`src/rtl/core/blg_pkg.sv`:
```
// Shared widths, constants and register codes of the battery level gauge.
package blg_pkg;

    localparam int ADC_W       = 12;
    localparam int MV_W        = 13;
    localparam int PCT_W       = 7;
    localparam int GAIN_W      = 16;
    localparam int OFFSET_W    = 10;
    localparam int WEIGHT_W    = 11;
    localparam int LEVEL_W     = 23;
    localparam int LEVEL_FRAC  = 16;
    localparam int WEIGHT_FRAC = 10;

    // (mv - empty) * 100 stays below 2^20
    localparam int NUM_W = MV_W + PCT_W;

    // Shared multiplier operand and product widths
    localparam int MUL_A_W = LEVEL_W;
    localparam int MUL_B_W = GAIN_W;
    localparam int PROD_W  = MUL_A_W + MUL_B_W;

    // Moving-average accumulator
    localparam int ACC_W = LEVEL_W + WEIGHT_W + 1;

    localparam int CFG_IDX_W  = 3;
    localparam int CFG_DATA_W = 16;

    localparam int SAMPLES_PER_READING_DEF = 10;
    localparam int ADC_BITS_DEF            = 12;

    localparam logic [MV_W-1:0]     MV_MAX     = 13'd8191;
    localparam logic [PCT_W-1:0]    PCT_FULL   = 7'd100;
    localparam logic [PCT_W-1:0]    PCT_EMPTY  = 7'd0;
    localparam logic [WEIGHT_W-1:0] WEIGHT_ONE = 11'd1024;

    localparam logic [GAIN_W-1:0]   CAL_GAIN_RST      = 16'd51000;
    localparam logic [OFFSET_W-1:0] CAL_OFFSET_RST    = 10'd0;
    localparam logic [MV_W-1:0]     FULL_MV_RST       = 13'd4150;
    localparam logic [MV_W-1:0]     EMPTY_MV_RST      = 13'd3300;
    localparam logic [MV_W-1:0]     CHARGE_MV_RST     = 13'd4180;
    localparam logic [WEIGHT_W-1:0] SMOOTH_WEIGHT_RST = 11'd51;

    typedef enum logic [CFG_IDX_W-1:0] {
        REG_CAL_GAIN      = 3'd0,
        REG_CAL_OFFSET    = 3'd1,
        REG_FULL_MV       = 3'd2,
        REG_EMPTY_MV      = 3'd3,
        REG_CHARGE_MV     = 3'd4,
        REG_SMOOTH_WEIGHT = 3'd5
    } cfg_reg_t;

endpackage

```
`src/rtl/core/blg_ifs.sv`:
```
// Handshake channel interfaces of the battery level gauge.
interface blg_sample_if
    import blg_pkg::*;
();
    logic             valid;
    logic             ready;
    logic [ADC_W-1:0] adc_sample;

    modport source (output valid, output adc_sample, input ready);
    modport sink   (input valid, input adc_sample, output ready);
endinterface

interface blg_level_if
    import blg_pkg::*;
();
    logic             valid;
    logic             ready;
    logic [PCT_W-1:0] battery_percent;
    logic             charging;
    logic [MV_W-1:0]  battery_mv;

    modport source (output valid, output battery_percent, output charging,
                    output battery_mv, input ready);
    modport sink   (input valid, input battery_percent, input charging,
                    input battery_mv, output ready);
endinterface

interface blg_cfg_if
    import blg_pkg::*;
();
    logic                  valid;
    logic                  ready;
    logic [CFG_IDX_W-1:0]  index;
    logic [CFG_DATA_W-1:0] data;

    modport source (output valid, output index, output data, input ready);
    modport sink   (input valid, input index, input data, output ready);
endinterface

```
`src/rtl/core/battery_level_gauge.sv`:
```
// Battery level gauge: batch average, calibration, percent mapping and smoothing.
//
// Samples enter one per cycle on the samples channel while the block is idle; every
// SAMPLES_PER_READING-th sample closes a batch and yields one transaction on the
// levels channel with the batch voltage (mV, saturated at 8191), the smoothed percent
// and the charging flag. A sample that does not close a batch leaves the block idle.
// After the closing sample is taken, samples.ready stays low through the average and
// calibration multiplies, calibration, level test and, for a voltage strictly inside
// the empty..full span, span setup and divider, then smoothing and output; the first
// batch after reset skips the blend states. Output waits while the previous result
// is still unread. The batch average comes from one multiply by the reciprocal of the
// batch length, and the percent inside the span from one bit-serial restoring divider
// (DIV_W steps). One registered multiplier serves the average, calibration, percent
// scaling and both smoothing terms. A finished result waits in an output register,
// so sampling goes on while it is pending. Register writes on cfg are accepted while
// the block is idle and apply to the batch that closes next.
module battery_level_gauge
    import blg_pkg::*;
#(
    parameter int SAMPLES_PER_READING = SAMPLES_PER_READING_DEF,
    parameter int ADC_BITS            = ADC_BITS_DEF
)
(
    input  logic         clk,
    input  logic         rst_n,
    blg_sample_if.sink   samples,
    blg_level_if.source  levels,
    blg_cfg_if.sink      cfg
);

    localparam int SAMPLE_W = (ADC_BITS < ADC_W) ? ADC_BITS : ADC_W;
    localparam int SUM_W    = SAMPLE_W + $clog2(SAMPLES_PER_READING);
    localparam int CNT_W    = $clog2(SAMPLES_PER_READING + 1);
    localparam int DIV_W    = (SUM_W > NUM_W) ? SUM_W : NUM_W;
    localparam int DCNT_W   = $clog2(DIV_W + 1);

    // Rounded-up reciprocal of the batch length; exact for every SUM_W-bit sum
    localparam int AVG_SHIFT = SUM_W + $clog2(SAMPLES_PER_READING);
    localparam int AVG_RECIP = ((1 << AVG_SHIFT) + SAMPLES_PER_READING - 1)
                             / SAMPLES_PER_READING;

    typedef enum logic [10:0] {
        ST_IDLE    = 11'b000_0000_0001,
        ST_MUL_AVG = 11'b000_0000_0010,
        ST_MUL_MV  = 11'b000_0000_0100,
        ST_CAL     = 11'b000_0000_1000,
        ST_LVL     = 11'b000_0001_0000,
        ST_SPAN    = 11'b000_0010_0000,
        ST_DIV_LVL = 11'b000_0100_0000,
        ST_SM_A    = 11'b000_1000_0000,
        ST_SM_B    = 11'b001_0000_0000,
        ST_SM_C    = 11'b010_0000_0000,
        ST_OUT     = 11'b100_0000_0000
    } state_t;

    state_t state_reg, state_next;

    logic [GAIN_W-1:0]   cal_gain_reg,      cal_gain_next;
    logic [OFFSET_W-1:0] cal_offset_reg,    cal_offset_next;
    logic [MV_W-1:0]     full_mv_reg,       full_mv_next;
    logic [MV_W-1:0]     empty_mv_reg,      empty_mv_next;
    logic [MV_W-1:0]     charge_mv_reg,     charge_mv_next;
    logic [WEIGHT_W-1:0] smooth_weight_reg, smooth_weight_next;

    logic [CNT_W-1:0]    batch_count_reg,   batch_count_next;
    logic [SUM_W-1:0]    sample_sum_reg,    sample_sum_next;
    logic [LEVEL_W-1:0]  smoothed_reg,      smoothed_next;
    logic                level_valid_reg,   level_valid_next;

    logic [MV_W-1:0]     mv_reg,            mv_next;
    logic [PCT_W-1:0]    lvl_reg,           lvl_next;
    logic [ACC_W-2:0]    acc_reg,           acc_next;
    logic [PROD_W-1:0]   prod_reg,          prod_next;

    logic [DIV_W-1:0]    quo_reg,           quo_next;
    logic [MV_W-1:0]     rem_reg,           rem_next;
    logic [MV_W-1:0]     divisor_reg,       divisor_next;
    logic [DCNT_W-1:0]   div_cnt_reg,       div_cnt_next;

    logic                out_valid_reg,     out_valid_next;
    logic [PCT_W-1:0]    out_pct_reg,       out_pct_next;
    logic                out_chg_reg,       out_chg_next;
    logic [MV_W-1:0]     out_mv_reg,        out_mv_next;

    logic [SAMPLE_W-1:0] sample;
    logic [SUM_W-1:0]    sum_total;
    logic [MUL_A_W-1:0]  mul_a;
    logic [MUL_B_W-1:0]  mul_b;
    logic [MV_W:0]       trial;
    logic [MV_W+1:0]     diff;
    logic                borrow;
    logic [DIV_W-1:0]    step_quo;
    logic [MV_W-1:0]     step_rem;
    logic [MV_W-1:0]     mv_half;
    logic [MV_W:0]       mv_dbl;
    logic [WEIGHT_W-1:0] w_eff;
    logic [ACC_W-1:0]    acc_sum;
    logic                out_free;

    assign sample    = samples.adc_sample[SAMPLE_W-1:0];
    assign sum_total = sample_sum_reg + SUM_W'(sample);

    assign samples.ready = (state_reg == ST_IDLE);
    assign cfg.ready     = (state_reg == ST_IDLE);

    assign levels.valid           = out_valid_reg;
    assign levels.battery_percent = out_pct_reg;
    assign levels.charging        = out_chg_reg;
    assign levels.battery_mv      = out_mv_reg;

    assign out_free = !out_valid_reg || levels.ready;

    // One restoring division step
    assign trial    = {rem_reg, quo_reg[DIV_W-1]};
    assign diff     = {1'b0, trial} - {2'b00, divisor_reg};
    assign borrow   = diff[MV_W+1];
    assign step_rem = borrow ? trial[MV_W-1:0] : diff[MV_W-1:0];
    assign step_quo = {quo_reg[DIV_W-2:0], !borrow};

    assign mv_half = MV_W'(prod_reg[SAMPLE_W+LEVEL_FRAC-1:LEVEL_FRAC]) + MV_W'(cal_offset_reg);
    assign mv_dbl  = {mv_half, 1'b0};

    assign w_eff   = (smooth_weight_reg > WEIGHT_ONE) ? WEIGHT_ONE : smooth_weight_reg;
    assign acc_sum = {1'b0, acc_reg}
                   + ACC_W'({prod_reg[PCT_W+WEIGHT_W-1:0], {LEVEL_FRAC{1'b0}}});

    // Operand select of the shared multiplier
    always_comb
    begin
        mul_a = '0;
        mul_b = '0;
        unique case (state_reg)
            ST_MUL_AVG:
            begin
                mul_a = MUL_A_W'(AVG_RECIP);
                mul_b = MUL_B_W'(quo_reg[SUM_W-1:0]);
            end
            ST_MUL_MV:
            begin
                mul_a = MUL_A_W'(prod_reg[AVG_SHIFT+SAMPLE_W-1:AVG_SHIFT]);
                mul_b = cal_gain_reg;
            end
            ST_LVL:
            begin
                mul_a = MUL_A_W'(mv_reg - empty_mv_reg);
                mul_b = MUL_B_W'(PCT_FULL);
            end
            ST_SM_A:
            begin
                mul_a = smoothed_reg;
                mul_b = MUL_B_W'(WEIGHT_ONE - w_eff);
            end
            ST_SM_B:
            begin
                mul_a = MUL_A_W'(lvl_reg);
                mul_b = MUL_B_W'(w_eff);
            end
            default:
            begin
                mul_a = '0;
                mul_b = '0;
            end
        endcase
    end

    assign prod_next = mul_a * mul_b;

    always_comb
    begin
        state_next         = state_reg;
        cal_gain_next      = cal_gain_reg;
        cal_offset_next    = cal_offset_reg;
        full_mv_next       = full_mv_reg;
        empty_mv_next      = empty_mv_reg;
        charge_mv_next     = charge_mv_reg;
        smooth_weight_next = smooth_weight_reg;
        batch_count_next   = batch_count_reg;
        sample_sum_next    = sample_sum_reg;
        smoothed_next      = smoothed_reg;
        level_valid_next   = level_valid_reg;
        mv_next            = mv_reg;
        lvl_next           = lvl_reg;
        acc_next           = acc_reg;
        quo_next           = quo_reg;
        rem_next           = rem_reg;
        divisor_next       = divisor_reg;
        div_cnt_next       = div_cnt_reg;
        out_valid_next     = out_valid_reg;
        out_pct_next       = out_pct_reg;
        out_chg_next       = out_chg_reg;
        out_mv_next        = out_mv_reg;

        if (cfg.valid && cfg.ready)
        begin
            unique case (cfg_reg_t'(cfg.index))
                REG_CAL_GAIN:      cal_gain_next      = cfg.data[GAIN_W-1:0];
                REG_CAL_OFFSET:    cal_offset_next    = cfg.data[OFFSET_W-1:0];
                REG_FULL_MV:       full_mv_next       = cfg.data[MV_W-1:0];
                REG_EMPTY_MV:      empty_mv_next      = cfg.data[MV_W-1:0];
                REG_CHARGE_MV:     charge_mv_next     = cfg.data[MV_W-1:0];
                REG_SMOOTH_WEIGHT: smooth_weight_next = cfg.data[WEIGHT_W-1:0];
                default:           ;
            endcase
        end

        if (out_valid_reg && levels.ready)
        begin
            out_valid_next = 1'b0;
        end

        unique case (state_reg)
            ST_IDLE:
            begin
                if (samples.valid)
                begin
                    if (batch_count_reg == CNT_W'(SAMPLES_PER_READING - 1))
                    begin
                        // Close the batch and hold its sum for the average
                        batch_count_next = '0;
                        sample_sum_next  = '0;
                        quo_next         = DIV_W'(sum_total);
                        state_next       = ST_MUL_AVG;
                    end
                    else
                    begin
                        batch_count_next = batch_count_reg + CNT_W'(1);
                        sample_sum_next  = sum_total;
                    end
                end
            end
            ST_MUL_AVG:
            begin
                state_next = ST_MUL_MV;
            end
            ST_MUL_MV:
            begin
                state_next = ST_CAL;
            end
            ST_CAL:
            begin
                mv_next    = mv_dbl[MV_W] ? MV_MAX : mv_dbl[MV_W-1:0];
                state_next = ST_LVL;
            end
            ST_LVL:
            begin
                // Full test first, so a reversed span still clamps cleanly
                if (mv_reg >= full_mv_reg)
                begin
                    lvl_next   = PCT_FULL;
                    state_next = ST_SM_A;
                end
                else if (mv_reg <= empty_mv_reg)
                begin
                    lvl_next   = PCT_EMPTY;
                    state_next = ST_SM_A;
                end
                else
                begin
                    state_next = ST_SPAN;
                end
            end
            ST_SPAN:
            begin
                quo_next     = DIV_W'(prod_reg[NUM_W-1:0]);
                rem_next     = '0;
                divisor_next = full_mv_reg - empty_mv_reg;
                div_cnt_next = DCNT_W'(DIV_W);
                state_next   = ST_DIV_LVL;
            end
            ST_DIV_LVL:
            begin
                quo_next     = step_quo;
                rem_next     = step_rem;
                div_cnt_next = div_cnt_reg - DCNT_W'(1);
                if (div_cnt_reg == DCNT_W'(1))
                begin
                    lvl_next   = step_quo[PCT_W-1:0];
                    state_next = ST_SM_A;
                end
            end
            ST_SM_A:
            begin
                if (!level_valid_reg)
                begin
                    // Take the first batch as is
                    smoothed_next    = {lvl_reg, {LEVEL_FRAC{1'b0}}};
                    level_valid_next = 1'b1;
                    state_next       = ST_OUT;
                end
                else
                begin
                    state_next = ST_SM_B;
                end
            end
            ST_SM_B:
            begin
                acc_next   = prod_reg[ACC_W-2:0];
                state_next = ST_SM_C;
            end
            ST_SM_C:
            begin
                smoothed_next = acc_sum[LEVEL_W+WEIGHT_FRAC-1:WEIGHT_FRAC];
                state_next    = ST_OUT;
            end
            ST_OUT:
            begin
                // Hold until the output register is free
                if (out_free)
                begin
                    out_valid_next = 1'b1;
                    out_pct_next   = smoothed_reg[LEVEL_W-1:LEVEL_FRAC];
                    out_chg_next   = (mv_reg >= charge_mv_reg);
                    out_mv_next    = mv_reg;
                    state_next     = ST_IDLE;
                end
            end
            default:
            begin
                state_next = ST_IDLE;
            end
        endcase
    end

    always_ff @(posedge clk or negedge rst_n)
    begin
        if (!rst_n)
        begin
            state_reg         <= ST_IDLE;
            cal_gain_reg      <= CAL_GAIN_RST;
            cal_offset_reg    <= CAL_OFFSET_RST;
            full_mv_reg       <= FULL_MV_RST;
            empty_mv_reg      <= EMPTY_MV_RST;
            charge_mv_reg     <= CHARGE_MV_RST;
            smooth_weight_reg <= SMOOTH_WEIGHT_RST;
            batch_count_reg   <= '0;
            sample_sum_reg    <= '0;
            smoothed_reg      <= '0;
            level_valid_reg   <= 1'b0;
            div_cnt_reg       <= '0;
            out_valid_reg     <= 1'b0;
        end
        else
        begin
            state_reg         <= state_next;
            cal_gain_reg      <= cal_gain_next;
            cal_offset_reg    <= cal_offset_next;
            full_mv_reg       <= full_mv_next;
            empty_mv_reg      <= empty_mv_next;
            charge_mv_reg     <= charge_mv_next;
            smooth_weight_reg <= smooth_weight_next;
            batch_count_reg   <= batch_count_next;
            sample_sum_reg    <= sample_sum_next;
            smoothed_reg      <= smoothed_next;
            level_valid_reg   <= level_valid_next;
            div_cnt_reg       <= div_cnt_next;
            out_valid_reg     <= out_valid_next;
        end
    end

    always_ff @(posedge clk)
    begin
        mv_reg      <= mv_next;
        lvl_reg     <= lvl_next;
        acc_reg     <= acc_next;
        prod_reg    <= prod_next;
        quo_reg     <= quo_next;
        rem_reg     <= rem_next;
        divisor_reg <= divisor_next;
        out_pct_reg <= out_pct_next;
        out_chg_reg <= out_chg_next;
        out_mv_reg  <= out_mv_next;
    end

endmodule
```
`src/flat_wrapper.sv`:
```
// flat-port wrapper written by rule: the top's interface ports become plain ports
module battery_level_gauge_flat import blg_pkg::*;
#(
    parameter int SAMPLES_PER_READING = SAMPLES_PER_READING_DEF,
    parameter int ADC_BITS            = ADC_BITS_DEF
)
  (clk, rst_n, samples_valid, samples_adc_sample, samples_ready, levels_valid, levels_battery_percent, levels_charging, levels_battery_mv, levels_ready, cfg_valid, cfg_index, cfg_data, cfg_ready);
  blg_sample_if samples_i ();
  blg_level_if levels_i ();
  blg_cfg_if cfg_i ();
  input  logic clk;
  input  logic rst_n;
  input wire logic [$bits(samples_i.valid)-1:0] samples_valid;
  input wire logic [$bits(samples_i.adc_sample)-1:0] samples_adc_sample;
  output wire logic [$bits(samples_i.ready)-1:0] samples_ready;
  output wire logic [$bits(levels_i.valid)-1:0] levels_valid;
  output wire logic [$bits(levels_i.battery_percent)-1:0] levels_battery_percent;
  output wire logic [$bits(levels_i.charging)-1:0] levels_charging;
  output wire logic [$bits(levels_i.battery_mv)-1:0] levels_battery_mv;
  input wire logic [$bits(levels_i.ready)-1:0] levels_ready;
  input wire logic [$bits(cfg_i.valid)-1:0] cfg_valid;
  input wire logic [$bits(cfg_i.index)-1:0] cfg_index;
  input wire logic [$bits(cfg_i.data)-1:0] cfg_data;
  output wire logic [$bits(cfg_i.ready)-1:0] cfg_ready;
  assign samples_i.valid = samples_valid;
  assign samples_i.adc_sample = samples_adc_sample;
  assign samples_ready = samples_i.ready;
  assign levels_valid = levels_i.valid;
  assign levels_battery_percent = levels_i.battery_percent;
  assign levels_charging = levels_i.charging;
  assign levels_battery_mv = levels_i.battery_mv;
  assign levels_i.ready = levels_ready;
  assign cfg_i.valid = cfg_valid;
  assign cfg_i.index = cfg_index;
  assign cfg_i.data = cfg_data;
  assign cfg_ready = cfg_i.ready;
  battery_level_gauge #(.SAMPLES_PER_READING(SAMPLES_PER_READING), .ADC_BITS(ADC_BITS)) u_core (.clk(clk), .rst_n(rst_n), .samples(samples_i), .levels(levels_i), .cfg(cfg_i));
endmodule
```
`config.mk`:
```
export PLATFORM = sky130hd
export DESIGN_NAME = battery_level_gauge_flat
export DESIGN_NICKNAME = d
export VERILOG_FILES = /design/src/rtl/core/blg_pkg.sv /design/src/rtl/core/blg_ifs.sv /design/src/rtl/core/battery_level_gauge.sv /design/src/flat_wrapper.sv
export SDC_FILE = /design/constraint.sdc
export NUM_CORES = 1
export LEC_CHECK = 0
export ABC_AREA = 1
export BUFFER_PORTS_ARGS = -buffer_cell sky130_fd_sc_hd__buf_2
export CAP_MARGIN = 25
export CORE_MARGIN = 10
export CORE_UTILIZATION = 55
export DETAILED_ROUTE_END_ITERATION = 8
export HOLD_SLACK_MARGIN = 0.05
export PLACE_DENSITY = 0.78
export RECOVER_POWER = 50
export SYNTH_ARGS = -nofsm -noshare
export SYNTH_HDL_FRONTEND = slang
export SYNTH_SLANG_ARGS = --single-unit
```
`constraint.sdc`:
```
create_clock -name clk -period 12.4 [get_ports clk]
set_input_delay 1.24 -clock clk [delete_from_list [all_inputs] [get_ports clk]]
set_output_delay 1.24 -clock clk [all_outputs]
set_load 0.005 [all_outputs]
```
Word-level counts from Yosys, hierarchy flattened
Index checks and enable logic that the tools add are counted.
{ "word_totals": {"output_inout_bits": 24, "register_bits": 290, "elab_cells": 113, "in_bits": 36} }
{ "op_classes": {"mux": 29, "mul": 1, "addsub": 9, "magnitude_cmp": 4, "eq_ne": 24, "n_reduce_logical": 22} }
{ "ops": {"columns": ["operator", "n"], "rows": [
  ["11-bit one-hot mux with 11 select lines", 1],
  ["23-bit one-hot mux with 5 select lines", 1],
  ["16-bit one-hot mux with 5 select lines", 1],
  ["11-bit 2-to-1 mux", 7],
  ["20-bit one-hot mux with 3 select lines", 1],
  ["23-bit one-hot mux with 2 select lines", 1],
  ["20-bit 2-to-1 mux", 2],
  ["33-bit adder", 1],
  ["23-bit by 16-bit multiplier with 33-bit output", 1],
  ["13-bit greater-or-equal comparator", 2],
  ["13-bit one-hot mux with 2 select lines", 1],
  ["23-bit 2-to-1 mux", 1],
  ["7-bit 2-to-1 mux", 3],
  ["2-bit AND reduction", 9],
  ["16-bit by 12-bit adder with 16-bit output", 1],
  ["16-bit 2-to-1 mux", 1],
  ["14-bit by 13-bit subtractor with 15-bit output", 1],
  ["7-bit one-hot mux with 2 select lines", 1],
  ["13-bit by 13-bit subtractor with 14-bit output", 1],
  ["12-bit by 10-bit adder with 13-bit output", 1],
  ["13-bit less-or-equal comparator", 1],
  ["13-bit 2-to-1 mux", 1],
  ["13-bit subtractor", 1],
  ["11-bit by 11-bit subtractor with 12-bit output (first input constant)", 1],
  ["34 further kinds", 47]
]} }

Logic depth before layout (Yosys ltp)
Gate-level depths: netlist of run 1.
{ "depth": {"depth_word": 5, "mapped_depth": 38, "ltp_nobuf": 38} }

Least setup slack after synthesis of run 1
Ideal clock, no wire load.
{ "synth_timing": {"path_type": "reg2reg", "startpoint": "register u_core.empty_mv_reg[2]", "endpoint": "register u_core.prod_reg[26]", "path_slack_ns": 5.582, "arrival_time_ns": 6.698, "setup_ns": 0.120, "n_path_buf": 1, "path_stages_with_launch": 32, "cell_sequence": "dfstp_2 inv_1 ha_1 a21oi_1 nand2_1 a31oi_1 o21ai_0 a31oi_1 inv_1 a21oi_1 o21ai_0 nand2_1 buf_4 nand2_1 fa_1 fa_1 fa_1 inv_1 fa_1 fa_1 inv_1 fa_1 inv_1 ha_1 nand2_1 nor2_1 nand4_1 o21ai_1 a21boi_0 o21ai_1 a21oi_1 xnor2_1"} }
{ "synth_between": {"elab_chain_cells": 3} }
{ "synth_rtl": {"columns": ["item", "line_no", "text"], "rows": [
  ["start: declaration", "battery_level_gauge.sv:61", "logic [MV_W-1:0] empty_mv_reg, empty_mv_next;"],
  ["start signal: assignment", "battery_level_gauge.sv:348", "empty_mv_reg <= empty_mv_next;"],
  ["13-bit by 13-bit subtractor with 14-bit output", "battery_level_gauge.sv:145", "mul_a = MUL_A_W'(mv_reg - empty_mv_reg);"],
  ["23-bit one-hot mux with 5 select lines", "battery_level_gauge.sv:132", "unique case (state_reg)"],
  ["23-bit by 16-bit multiplier with 33-bit output", "battery_level_gauge.sv:166", "assign prod_next = mul_a * mul_b;"],
  ["net u_core.prod_next[26]", "battery_level_gauge.sv:73", "logic [PROD_W-1:0] prod_reg, prod_next;"],
  ["end signal: assignment", "battery_level_gauge.sv:365", "prod_reg <= prod_next;"],
  ["end: declaration", "battery_level_gauge.sv:73", null]
]} }
The timed path passes the listed nets, and every way through them passes these cells.
A chain may end at the register's enable or synchronous reset.

Worst setup path after layout of run 1
{ "layout_timing": {"startpoint": "register u_core.state_reg[6]", "endpoint": "register u_core.prod_reg[28]"} }
{ "layout_between": {"elab_chain_cells": 3, "word_cells_on_any_way": 8, "classes_between": "1 x mul; 5 x eq/ne; 2 x mux"} }
{ "layout_rtl": {"columns": ["item", "line_no", "text"], "rows": [
  ["start: declaration", "battery_level_gauge.sv:56", "state_t state_reg, state_next;"],
  ["start signal: assignment", "battery_level_gauge.sv:344", "state_reg <= state_next;"],
  ["11-bit by 9-bit == test with 1-bit output, or another cell as far along", "battery_level_gauge.sv:132", null],
  ["23-bit one-hot mux with 5 select lines / 16-bit one-hot mux with 5 select lines (equally long branches)", "battery_level_gauge.sv:132", null],
  ["23-bit by 16-bit multiplier with 33-bit output *", "battery_level_gauge.sv:166", null],
  ["net u_core.prod_next[28]", "battery_level_gauge.sv:73", null]
]} }
Mark *: on every way through the listed nets, which the timed path passes. The rest lies on a longest branch.

==> out/metrics.csv, run 1 <==
stage;metric;value;unit
floorplan;die_h;237;um
place;finalWeightedCongestion;1.01;
pwr;total_leakage_power;13.5;nW
timing;layout_min_cycle_time;9.52;ns
timing;setup_viol;0;
floorplan;boundaryPins;60;
floorplan;rows;79;
routing;drt-initial-drc-count;2029;
setup_path;start_kind;flop;
worst_hold_path;min_from;u_core.prod_reg[32];
synthesis;synth_edf_count;110;
clock_tree;root_buffer;clkbuf_16;
timing;fin_crit_sh;76.8;%
clock_tree;cts.clk_slew.worst_paths;0.07;ns
setup_path;worstRegToRegCells;30;
setup_path;rrSetupSlack;2.88;ns
setup_path;crit_path_end_kind;flop;
setup_path;worst-setup-path-type;reg2reg;
worst_hold_path;hp-class;reg2reg;
clock_tree;cts.sinks;280;
synthesis;netlist_area;26000;sq um
routing;drc;0;
floorplan;core_area;46700;sq um
synthesis;yosys-top-cells-area;fa_1, edfxtp_1, dfrtp_1;
grt;antenna_found_initial;2;
floorplan;die_w;237;um
setup_path;worstReg2RegStart;u_core.state_reg[6];
setup_path;cp_max_fo;36;
status;status;complete, but fails checks;
place;place_ws;4.18;ns
clock_tree;clk_path_buf_depth;3;
synthesis;yosysSeqAreaShare;28.6;%
clock_tree;h-tree-depth;1;
final_layout;layout_commonest_cell;inv_1;
floorplan;start_util;55.7;%
setup_path;worstPathRequired;12.90;ns
clock_tree;post_cts_buffers;0;
setup_path;worstReg2RegEnd;u_core.prod_reg[28];
timing;drv_slew;212;
final_layout;final_cell_area;27800;sq um
worst_hold_path;min_to;u_core.acc_reg[32];
synthesis;synthArstFlopShare;48.9;%
place;portBuffers;59;
synthesis;yosysTopAreaCell;fa_1;
timing;fin_skew;0.0331;ns
grt;grt_pass1_wl;121;mm
routing;vias;21100;
clock_tree;cts-resized-gates;0;
synthesis;synth_top_area_share;21.9;%
timing;tightest_slew;3.55;ns
place;dpl.hpwl;61.4;mm
setup_path;cp_slowest_cell;clkbuf_1;
clock_tree;cts_made_buffers;30;
setup_path;critical_path_arrival;10.02;ns
synthesis;postSynthAreaPerCell;8.74;sq um
pwr;powerDensity;171;nW/um^2
grt;grt_pass1_vias;21600;
grt;track_usage;27.3;%
worst_hold_path;min_delay_path_depth;0;
final_layout;nets;3539;
status;failed_checks;capacitance limit, slew limit;
final_layout;largest_reg_flops;33;
run;maxCapViolations;5;
floorplan;dieArea;56400;sq um
pwr;ir_drop;0.000115;V
synthesis;ys_warn_count;0;
setup_path;max_stage_delay;1.58;ns
final_layout;area_growth;6.93;%
grt;grt_max_degree;78;
grt;grt-ovfl-total;0;
synthesis;syn_inst;2976;
final_layout;final_cell_mix;inv_1, nand2_1, fa_1, nor2_1, ha_1;
timing;relSlewSlack;-137;%
final_layout;n_antenna_cell;0;
place;place_area;26800;sq um
routing;wl_per_cell;21.0;um
routing;ant_nets;0;
timing;grt_setup_unrepaired;false;
timing;hold_viol_final;0;
pwr;fin_total_pwr;0.00476;W
synthesis;synthFlopType;edfxtp_1;
timing;finalSetupTns;0;ns
clock_tree;clk_latency;0.59;ns
timing;setup_slack;2.88;ns
routing;firstDrtPassIters;6;
routing;viasPerCell;5.75;
synthesis;yosys.cell_types.count;71;
clock_tree;cts_tree;yes;
routing;wirelength;77.0;mm
clock_tree;holdBufCountCts;0;
synthesis;synth_seq_cells;280;
timing;fmax;0.105;GHz
final_layout;layout-drive-gt1-share;8.35;%
## synthesized netlist by cell type, drive strengths merged (7+ instances only)
cell type	count
buf	63
nor4	9
o22ai	8
o21ai	211
a21o	8
fa	285
ha	187
nand2	606
o21bai	10
nor3	21
or2	7
edfxtp	110
o211ai	21
dfstp	28
dfrtp	109
o221ai	10
dfxtp	33
a21oi	151
a21boi	7
a221oi	9
inv	638
a31oi	8
clkbuf	11
xor2	56
nand4	18
xnor2	31
a22o	8
nor2	202
nand3	76
## cells by family (layout without fill, tap and decap cells)
kind of cell | Yosys count | count (layout) | synth area share (%)
compound gates | 472 | 472 | 10.7
other cells | 2 | 20 | 0.0289
buf+inv | 714 | 775 | 10.9
flops | 280 | 280 | 28.6
xor+xnor | 87 | 87 | 2.93
simple gates | 949 | 949 | 15.9
fa+ha+maj | 472 | 472 | 30.9
## per-stage QoR
step                      std cells  utilization, %  hold slack [ns]
after floorplan                2994               -            0.386
after global placement         3599            57.5            0.401
after detailed placement       3601            57.5            0.401
after CTS                      3657            59.8            0.400
after global routing           3662            59.6            0.398
final                          3662            59.6            0.393
## worst max path at each step
stage	from	to	slack, ns	cells after the start
floorplan	u_core.empty_mv_reg[2]	u_core.prod_reg[26]	5.58	31
global placement	u_core.empty_mv_reg[2]	u_core.prod_reg[28]	4.31	30
global route	u_core.state_reg[6]	u_core.prod_reg[26]	2.22	29
detailed placement	u_core.empty_mv_reg[2]	u_core.prod_reg[28]	4.18	32
CTS	u_core.empty_mv_reg[2]	u_core.prod_reg[28]	4.15	32
finish	u_core.state_reg[6]	u_core.prod_reg[28]	2.88	30
## where the power goes
part           total, W  internal (W)  switching (W)
sequential      0.00153       0.00129       0.000233
clock          0.000972      0.000572       0.000400
combinational   0.00226      0.000775        0.00149
total           0.00476       0.00264        0.00212
## metal layers
metal	track usage [%]	up-vias	wire length (um)
met5	0	-	0
met4	11.4	0	3710
met3	5.06	228	6650
met2	45.8	993	36800
met1	34.2	10400	29800
li1	-	9441	-
## critical path: cells and delay by family (launching register included)
kind	cells	cell delay, ns
xor+xnor	1	0.15
simple gates	9	1.81
flops	1	0.40
fa+ha+maj	7	3.37
compound gates	6	1.24
buf+inv	7	2.44
## area by class of cell
type	instances	area, sq um
Tap cell	607	759
Timing Repair Buffer	79	494
Sequential cell	280	7430
Clock inverter	25	305
Clock buffer	31	754
Multi-Input combinational cell	2000	15700
Inverter	640	2410
Fill cell	4010	18800
Note: power is estimated with default switching activity, not from simulation.
==> inputs of run 2 (changes only) <==
--- a/config.mk
+++ b/config.mk
@@ -12,7 +12,7 @@
 export CORE_UTILIZATION = 55
 export DETAILED_ROUTE_END_ITERATION = 8
 export HOLD_SLACK_MARGIN = 0.05
-export PLACE_DENSITY = 0.78
+export PLACE_DENSITY = 0.81
 export RECOVER_POWER = 50
 export SYNTH_ARGS = -nofsm -noshare
 export SYNTH_HDL_FRONTEND = slang
==> constraint.sdc (replaced) <==
create_clock -name clk -period 8.2 [get_ports clk]
set_input_delay 0.82 -clock clk [delete_from_list [all_inputs] [get_ports clk]]
set_output_delay 0.82 -clock clk [all_outputs]
set_load 0.005 [all_outputs]
==> run 2 against run 1 <==
  * The flow still finishes with violations (capacitance limit, slew limit)
  * First-iteration DRC count increased by 9.4%
  * Wire length decreased by 3.6%
  * Total power increased by 51%
  * Setup slack got worse by 2.5 ns
  * Combinational power increased by 49%
  * Global-route usage decreased by 0.81 points
  * Non-clock buffer count increased by 23
  * Core utilization increased by 0.57 points
  * Critical path depth increased by 1
  * Final cell count increased by 0.63%
  * Maximum frequency increased by 22%
  * Critical path type unchanged
  * Critical endpoint is now u_core.prod_reg[26]
==> out/metrics.csv, run 2 (synthesis results as in run 1) <==
stage;metric;value;unit;change
setup_path;cpMostUsedCell;inv_1;;
final_layout;layout_commonest_cell;inv_1;;unchanged
routing;wirelength;74.2;mm;was 77.0 mm
clock_tree;cts_made_buffers;30;;unchanged
setup_path;worst-setup-path-type;reg2reg;;unchanged
place;portBuffers;59;;unchanged
timing;fin_crit_sh;95.2;%;was 76.8%
setup_path;start_kind;flop;;unchanged
routing;drt-initial-drc-count;2219;;was 2029
grt;grt_pass1_vias;20900;;was 21600
final_layout;area_growth;7.95;%;was 6.93%
timing;hold_viol_final;0;;unchanged
timing;layout_min_cycle_time;7.81;ns;was 9.52 ns
floorplan;die_w;237;um;unchanged
grt;track_usage;26.5;%;was 27.3%
setup_path;cp_max_fo;14;;was 36
final_layout;n_antenna_cell;0;;unchanged
final_layout;layout-drive-gt1-share;8.93;%;was 8.35%
grt;antenna_found_initial;0;;was 2
routing;wl_per_cell;20.1;um;was 21.0 um
routing;ant_nets;0;;unchanged
clock_tree;holdBufCountCts;0;;unchanged
clock_tree;cts_tree;yes;;unchanged
floorplan;core_area;46700;sq um;unchanged
timing;relSlewSlack;-124;%;was -137%
final_layout;stdcell_count;3685;;was 3662
grt;grt_max_degree;77;;was 78
setup_path;max_stage_delay;0.56;ns;was 1.58 ns
clock_tree;post_cts_buffers;0;;unchanged
timing;tightest_slew;3.37;ns;was 3.55 ns
worst_hold_path;hp-class;reg2reg;;unchanged
floorplan;die_h;237;um;unchanged
clock_tree;clk_latency;0.57;ns;was 0.59 ns
timing;fmax;0.128;GHz;was 0.105 GHz
clock_tree;cts-resized-gates;0;;unchanged
timing;fin_skew;0.0112;ns;was 0.0331 ns
place;dpl.hpwl;58.6;mm;was 61.4 mm
clock_tree;root_buffer;clkbuf_16;;unchanged
place;dp_cells;3628;;was 3601
routing;firstDrtPassIters;6;;unchanged
floorplan;start_util;55.7;%;unchanged
grt;grt-ovfl-total;0;;unchanged
setup_path;critical_path_arrival;8.26;ns;was 10.02 ns
final_layout;largest_reg_flops;33;;unchanged
place;finalWeightedCongestion;1.02;;was 1.01
setup_path;cp_slowest_cell;fa_1;;was clkbuf_1
floorplan;rows;79;;unchanged
floorplan;dieArea;56400;sq um;unchanged
clock_tree;cts.clk_slew.worst_paths;0.06;ns;was 0.07 ns
final_layout;nets;3562;;was 3539
final_layout;fin_util;60.2;%;was 59.6%
clock_tree;clk_path_buf_depth;3;;unchanged
setup_path;crit_path_end_kind;flop;;unchanged
status;failed_checks;capacitance limit, slew limit;;unchanged
timing;drv_slew;147;;was 212
timing;finalSetupTns;0;ns;unchanged
floorplan;boundaryPins;60;;unchanged
grt;grt_pass1_wl;117;mm;was 121 mm
pwr;ir_drop;0.000197;V;was 0.000115 V
clock_tree;h-tree-depth;1;;unchanged
clock_tree;cts.sinks;280;;unchanged
run;maxCapViolations;4;;was 5
final_layout;final_cell_mix;inv_1, nand2_1, fa_1, nor2_1, ha_1;;unchanged
timing;whs;0.419;ns;was 0.393 ns
routing;drc;0;;unchanged
routing;vias;20800;;was 21100
routing;viasPerCell;5.64;;was 5.75
status;status;complete, but fails checks;;unchanged
pwr;total_leakage_power;13.6;nW;was 13.5 nW
setup_path;worstPathRequired;8.65;ns;was 12.90 ns
pwr;powerDensity;256;nW/um^2;was 171 nW/um^2
timing;grt_setup_unrepaired;false;;unchanged
timing;setup_viol;0;;unchanged
run 2: cell types whose count changed in the layout (fill, tap and decap cells not counted), moves of 4 or more:
cell | previous run | this run
buf_4 | 10 | 37
clkinv_1 | 7 | 2
buf_2 | 58 | 36
clkbuf_1 | 8 | 33
inv_1 | 610 | 606
run 2: final timing paths:
path | endpoint | slack [ns] | start | cells past startpoint
setup / recovery | u_core.prod_reg[26] | 0.39 | u_core.empty_mv_reg[2] | 31
hold / removal | u_core.acc_reg[32] | 0.42 | u_core.prod_reg[32] | 0
setup reg to reg | u_core.prod_reg[26] | 0.39 | u_core.empty_mv_reg[2] | 31
hold reg to reg | u_core.acc_reg[32] | 0.42 | u_core.prod_reg[32] | 0
max in group asynchronous | u_core.smoothed_reg[11] | 1.80 | rst_n | 3
min in group asynchronous | u_core.cal_gain_reg[0] | 1.37 | rst_n | 1
run 2: cell type report:
class / instances / area [sq um]
clock inverters: 16 / 249
inverters: 640 / 2410
well taps: 607 / 759
clock buffers: 40 / 861
multi-input cells: 2000 / 15800
fillers: 3996 / 18600
repair buffers: 102 / 591
flip-flops and latches: 280 / 7430
run 2: report_power, final:
group          switching, W  internal (W)  total, W
sequential         0.000326       0.00196   0.00228
clock              0.000599      0.000930   0.00153
combinational       0.00218       0.00119   0.00337
total               0.00310       0.00407   0.00718
run 2: stage by stage:
step | power, W | setup slack, ns | area [sq um]
2_1_floorplan | 0.00456 | 1.38 | 26100
5_1_grt | 0.00767 | 0.0385 | 28100
4_1_cts | 0.00712 | 0.248 | 28200
3_5_place_dp | 0.00556 | 0.304 | 27000
6_report | 0.00718 | 0.394 | 28100
3_3_place_gp | 0.00547 | 0.489 | 27000
run 2: worst max-delay path: cells and delay by family (launching register included):
kind | cells | cell delay [ns]
buf+inv | 7 | 0.40
flops | 1 | 0.53
compound gates | 9 | 1.86
fa+ha+maj | 8 | 3.80
xor+xnor | 1 | 0.14
simple gates | 6 | 0.94
run 2: layer usage:
layer  global-route usage, %  routed length (um)  up-vias  share of wire (%)
li1                        -                   -     9512                  -
met1                    35.5               30000    10000                 40
met2                    41.5               33000     1058                 44
met3                    5.62                7970      195                 11
met4                    10.1                3240        0                4.4
met5                       0                   0        -                  0
==> inputs of run 3 (changes only) <==
--- a/config.mk
+++ b/config.mk
@@ -5,7 +5,6 @@
 export SDC_FILE = /design/constraint.sdc
 export NUM_CORES = 1
 export LEC_CHECK = 0
-export ABC_AREA = 1
 export BUFFER_PORTS_ARGS = -buffer_cell sky130_fd_sc_hd__buf_2
 export CAP_MARGIN = 25
 export CORE_MARGIN = 10
@@ -17,3 +16,4 @@
 export SYNTH_ARGS = -nofsm -noshare
 export SYNTH_HDL_FRONTEND = slang
 export SYNTH_SLANG_ARGS = --single-unit
+export TNS_END_PERCENT = 100
==> run 3 against run 2 <==
  * The flow still finishes with violations (capacitance limit, slew limit)
  * Sequential share of layout area fell by 0.43 points
  * Clock power down 11%
  * Final cell count decreased by 8.1%
  * First-iteration DRC count shrank 16%
  * Final area rose by 1.7%
  * Highest routed layer unchanged
  * Critical endpoint is now u_core.prod_reg[31]
  * Worst hold slack worse by 0.011 ns
  * Die area decreased by 3.1%
==> out/metrics.csv, run 3 <==
stage;metric;value;unit;change
setup_path;cp_max_fo;12;;was 14
timing;tightest_slew;3.55;ns;was 3.37 ns
setup_path;critical_path_arrival;8.46;ns;was 8.26 ns
clock_tree;clk_path_buf_depth;3;;unchanged
synthesis;synth_edf_count;110;;unchanged
clock_tree;cts.sinks;280;;unchanged
timing;drv_slew;124;;was 147
place;finalWeightedCongestion;0.987;;was 1.02
grt;grt_max_degree;77;;unchanged
setup_path;cp-startpoint;u_core.smooth_weight_reg[2];;was u_core.empty_mv_reg[2]
synthesis;synthFlopType;edfxtp_1;;unchanged
final_layout;n_fill_cell;3572;;was 3996
timing;fin_crit_sh;97.9;%;was 95.2%
setup_path;crit_path_end_kind;flop;;unchanged
timing;grt_setup_unrepaired;true;;was false
run;maxCapViolations;2;;was 4
pwr;powerDensity;188;nW/um^2;was 256 nW/um^2
routing;wl_per_cell;22.0;um;was 20.1 um
final_layout;largest_reg_flops;33;;unchanged
setup_path;worstPathRequired;8.64;ns;was 8.65 ns
setup_path;worstReg2RegStart;u_core.smooth_weight_reg[2];;was u_core.empty_mv_reg[2]
floorplan;die_w;234;um;was 237 um
final_layout;layout_commonest_cell;inv_1;;unchanged
final_layout;layout-drive-gt1-share;14.9;%;was 8.93%
synthesis;synth_most_common_cell;inv_1;;unchanged
timing;layout_min_cycle_time;8.02;ns;was 7.81 ns
floorplan;dieArea;54600;sq um;was 56400 sq um
status;status;complete, but fails checks;;unchanged
routing;drc;0;;unchanged
grt;grt-ovfl-total;0;;unchanged
synthesis;syn_inst;2574;;was 2976
timing;fin_skew;0.0275;ns;was 0.0112 ns
clock_tree;holdBufCountCts;0;;unchanged
worst_hold_path;min_from;u_core.prod_reg[32];;unchanged
setup_path;max_stage_delay;0.55;ns;was 0.56 ns
synthesis;ys_warn_count;0;;unchanged
status;failed_checks;capacitance limit, slew limit;;unchanged
clock_tree;cts_tree;yes;;unchanged
grt;grt_pass1_wl;115;mm;was 117 mm
setup_path;cpMostUsedCell;fa_1;;was inv_1
synthesis;synth_top_area_share;22.7;%;was 21.9%
synthesis;synth_common_cells;inv_1, nand2_1, fa_1, nor2_1, ha_1;;was inv_1, nand2_1, fa_1, ha_1, nor2_1
setup_path;worst-setup-path-type;reg2reg;;unchanged
synthesis;synthArstFlopShare;48.9;%;unchanged
routing;ant_nets;0;;unchanged
grt;antenna_found_initial;2;;was 0
pwr;total_leakage_power;12.9;nW;was 13.6 nW
synthesis;yosysTopAreaCell;fa_1;;unchanged
timing;whs;0.408;ns;was 0.419 ns
clock_tree;clk_latency;0.56;ns;was 0.57 ns
routing;viasPerCell;5.88;;was 5.64
final_layout;area_growth;13.6;%;was 7.95%
routing;vias;19900;;was 20800
synthesis;postSynthAreaPerCell;9.76;sq um;was 8.74 sq um
timing;hold_viol_final;0;;unchanged
floorplan;rows;78;;was 79
routing;firstDrtPassIters;8;;was 6
pwr;fin_total_pwr;0.00538;W;was 0.00718 W
synthesis;yosysSeqAreaShare;29.6;%;was 28.6%
routing;wirelength;74.4;mm;was 74.2 mm
grt;grt_pass1_vias;20600;;was 20900
timing;relSlewSlack;-137;%;was -124%
timing;setup_viol;0;;unchanged
timing;fmax;0.125;GHz;was 0.128 GHz
place;dpl.hpwl;59.6;mm;was 58.6 mm
pwr;ir_drop;0.000210;V;was 0.000197 V
floorplan;start_util;55.5;%;was 55.7%
synthesis;netlist_area;25100;sq um;was 26000 sq um
setup_path;start_kind;flop;;unchanged
clock_tree;cts_made_buffers;29;;was 30
setup_path;cp_slowest_cell;fa_1;;unchanged
grt;track_usage;27.3;%;was 26.5%
synthesis;yosys.cell_types.count;85;;was 71
floorplan;core_area;45300;sq um;was 46700 sq um
synthesis;synth_seq_cells;280;;unchanged
clock_tree;h-tree-depth;1;;unchanged
floorplan;boundaryPins;60;;unchanged
worst_hold_path;hp-class;reg2reg;;unchanged
final_layout;nets;3268;;was 3562
final_layout;final_cell_mix;inv_1, nand2_1, fa_1, nor2_1, ha_1;;unchanged
clock_tree;cts.clk_slew.worst_paths;0.06;ns;about the same
synthesis;yosys-top-cells-area;fa_1, edfxtp_1, dfrtp_1;;unchanged
place;portBuffers;59;;unchanged
floorplan;die_h;234;um;was 237 um
clock_tree;root_buffer;clkbuf_16;;unchanged
routing;drt-initial-drc-count;1865;;was 2219
## run 3: kinds of logic (layout without fill, tap and decap cells)
family	Yosys count	in the layout	share of synthesized area, %
muxes	64	64	2.81
buffers and inverters	480	670	7.38
and+or+nand+nor	749	749	13.6
xor gates and xnor gates	100	100	3.48
other	2	23	0.0299
adders and majority gates	472	472	32.0
DFF	280	280	29.6
AOI/OAI and AO/OA	427	427	11.2
## run 3: metrics by stage
stage	TNS, ns	utilization [%]	cell area, sq um	std cells	setup slack [ns]
2_1_floorplan	0	-	25200	2592	0.219
3_5_place_dp	-1.41	59.9	27100	3313	-0.405
3_3_place_gp	-0.444	59.8	27100	3311	-0.236
4_1_cts	0	62.1	28100	3366	0.00838
5_1_grt	-0.265	63.0	28500	3382	-0.0721
6_report	0	63.0	28500	3385	0.175
## run 3: area by class of cell
| type | count | area (sq um) | share of cell area (%) |
|---|---|---|---|
| Sequential cell | 280 | 7430 | 26.0 |
| Clock buffer | 39 | 856 | 3.00 |
| Antenna cell | 3 | 7.51 | 0.0263 |
| Timing Repair Buffer | 216 | 1590 | 5.55 |
| Inverter | 401 | 1510 | 5.27 |
| Tap cell | 600 | 751 | 2.63 |
| Multi-Input combinational cell | 1832 | 16300 | 57.1 |
| Clock inverter | 14 | 125 | 0.438 |
## run 3: worst paths after layout
path                                               end  slack [ns]  depth (start not counted)
worst max-delay path               u_core.prod_reg[31]        0.18                         31
worst min-delay path                u_core.acc_reg[32]        0.41                          0
worst max register to register     u_core.prod_reg[31]        0.18                         31
worst min register to register      u_core.acc_reg[32]        0.41                          0
max in group asynchronous       u_core.full_mv_reg[11]        1.54                          3
min in group asynchronous          u_core.state_reg[2]        1.47                          1
## run 3: worst max-delay path, delay by kind of cell, from the launching register on
family / cells / cell delay (ns)
fa+ha+maj: 7 / 3.39
buf+inv: 6 / 0.60
simple gates: 7 / 1.46
xor+xnor: 1 / 0.14
compound gates: 10 / 1.90
flops: 1 / 0.41
## run 3: routing by layer
metal / wire length, um / track usage [%] / vias to the layer above
li1: - / - / 8826
met1: 28800 / 34.7 / 10000
met2: 36000 / 46.4 / 831
met3: 5200 / 2.85 / 218
met4: 4390 / 12.4 / 0
met5: 0 / 0 / -
## run 3: what timing repair did
action	in CTS	in global routing
pin swaps	5	48
endpoints found under the setup margin	12	14
buffers inserted	0	12
resized for setup	9	81
cloned	0	1
## run 3: power breakdown
group          internal, W  leakage, nW  switching [W]
logic             0.000831         9.51        0.00116
registers          0.00181         2.88       0.000217
clock network     0.000793        0.483       0.000565
total              0.00343         12.9        0.00194
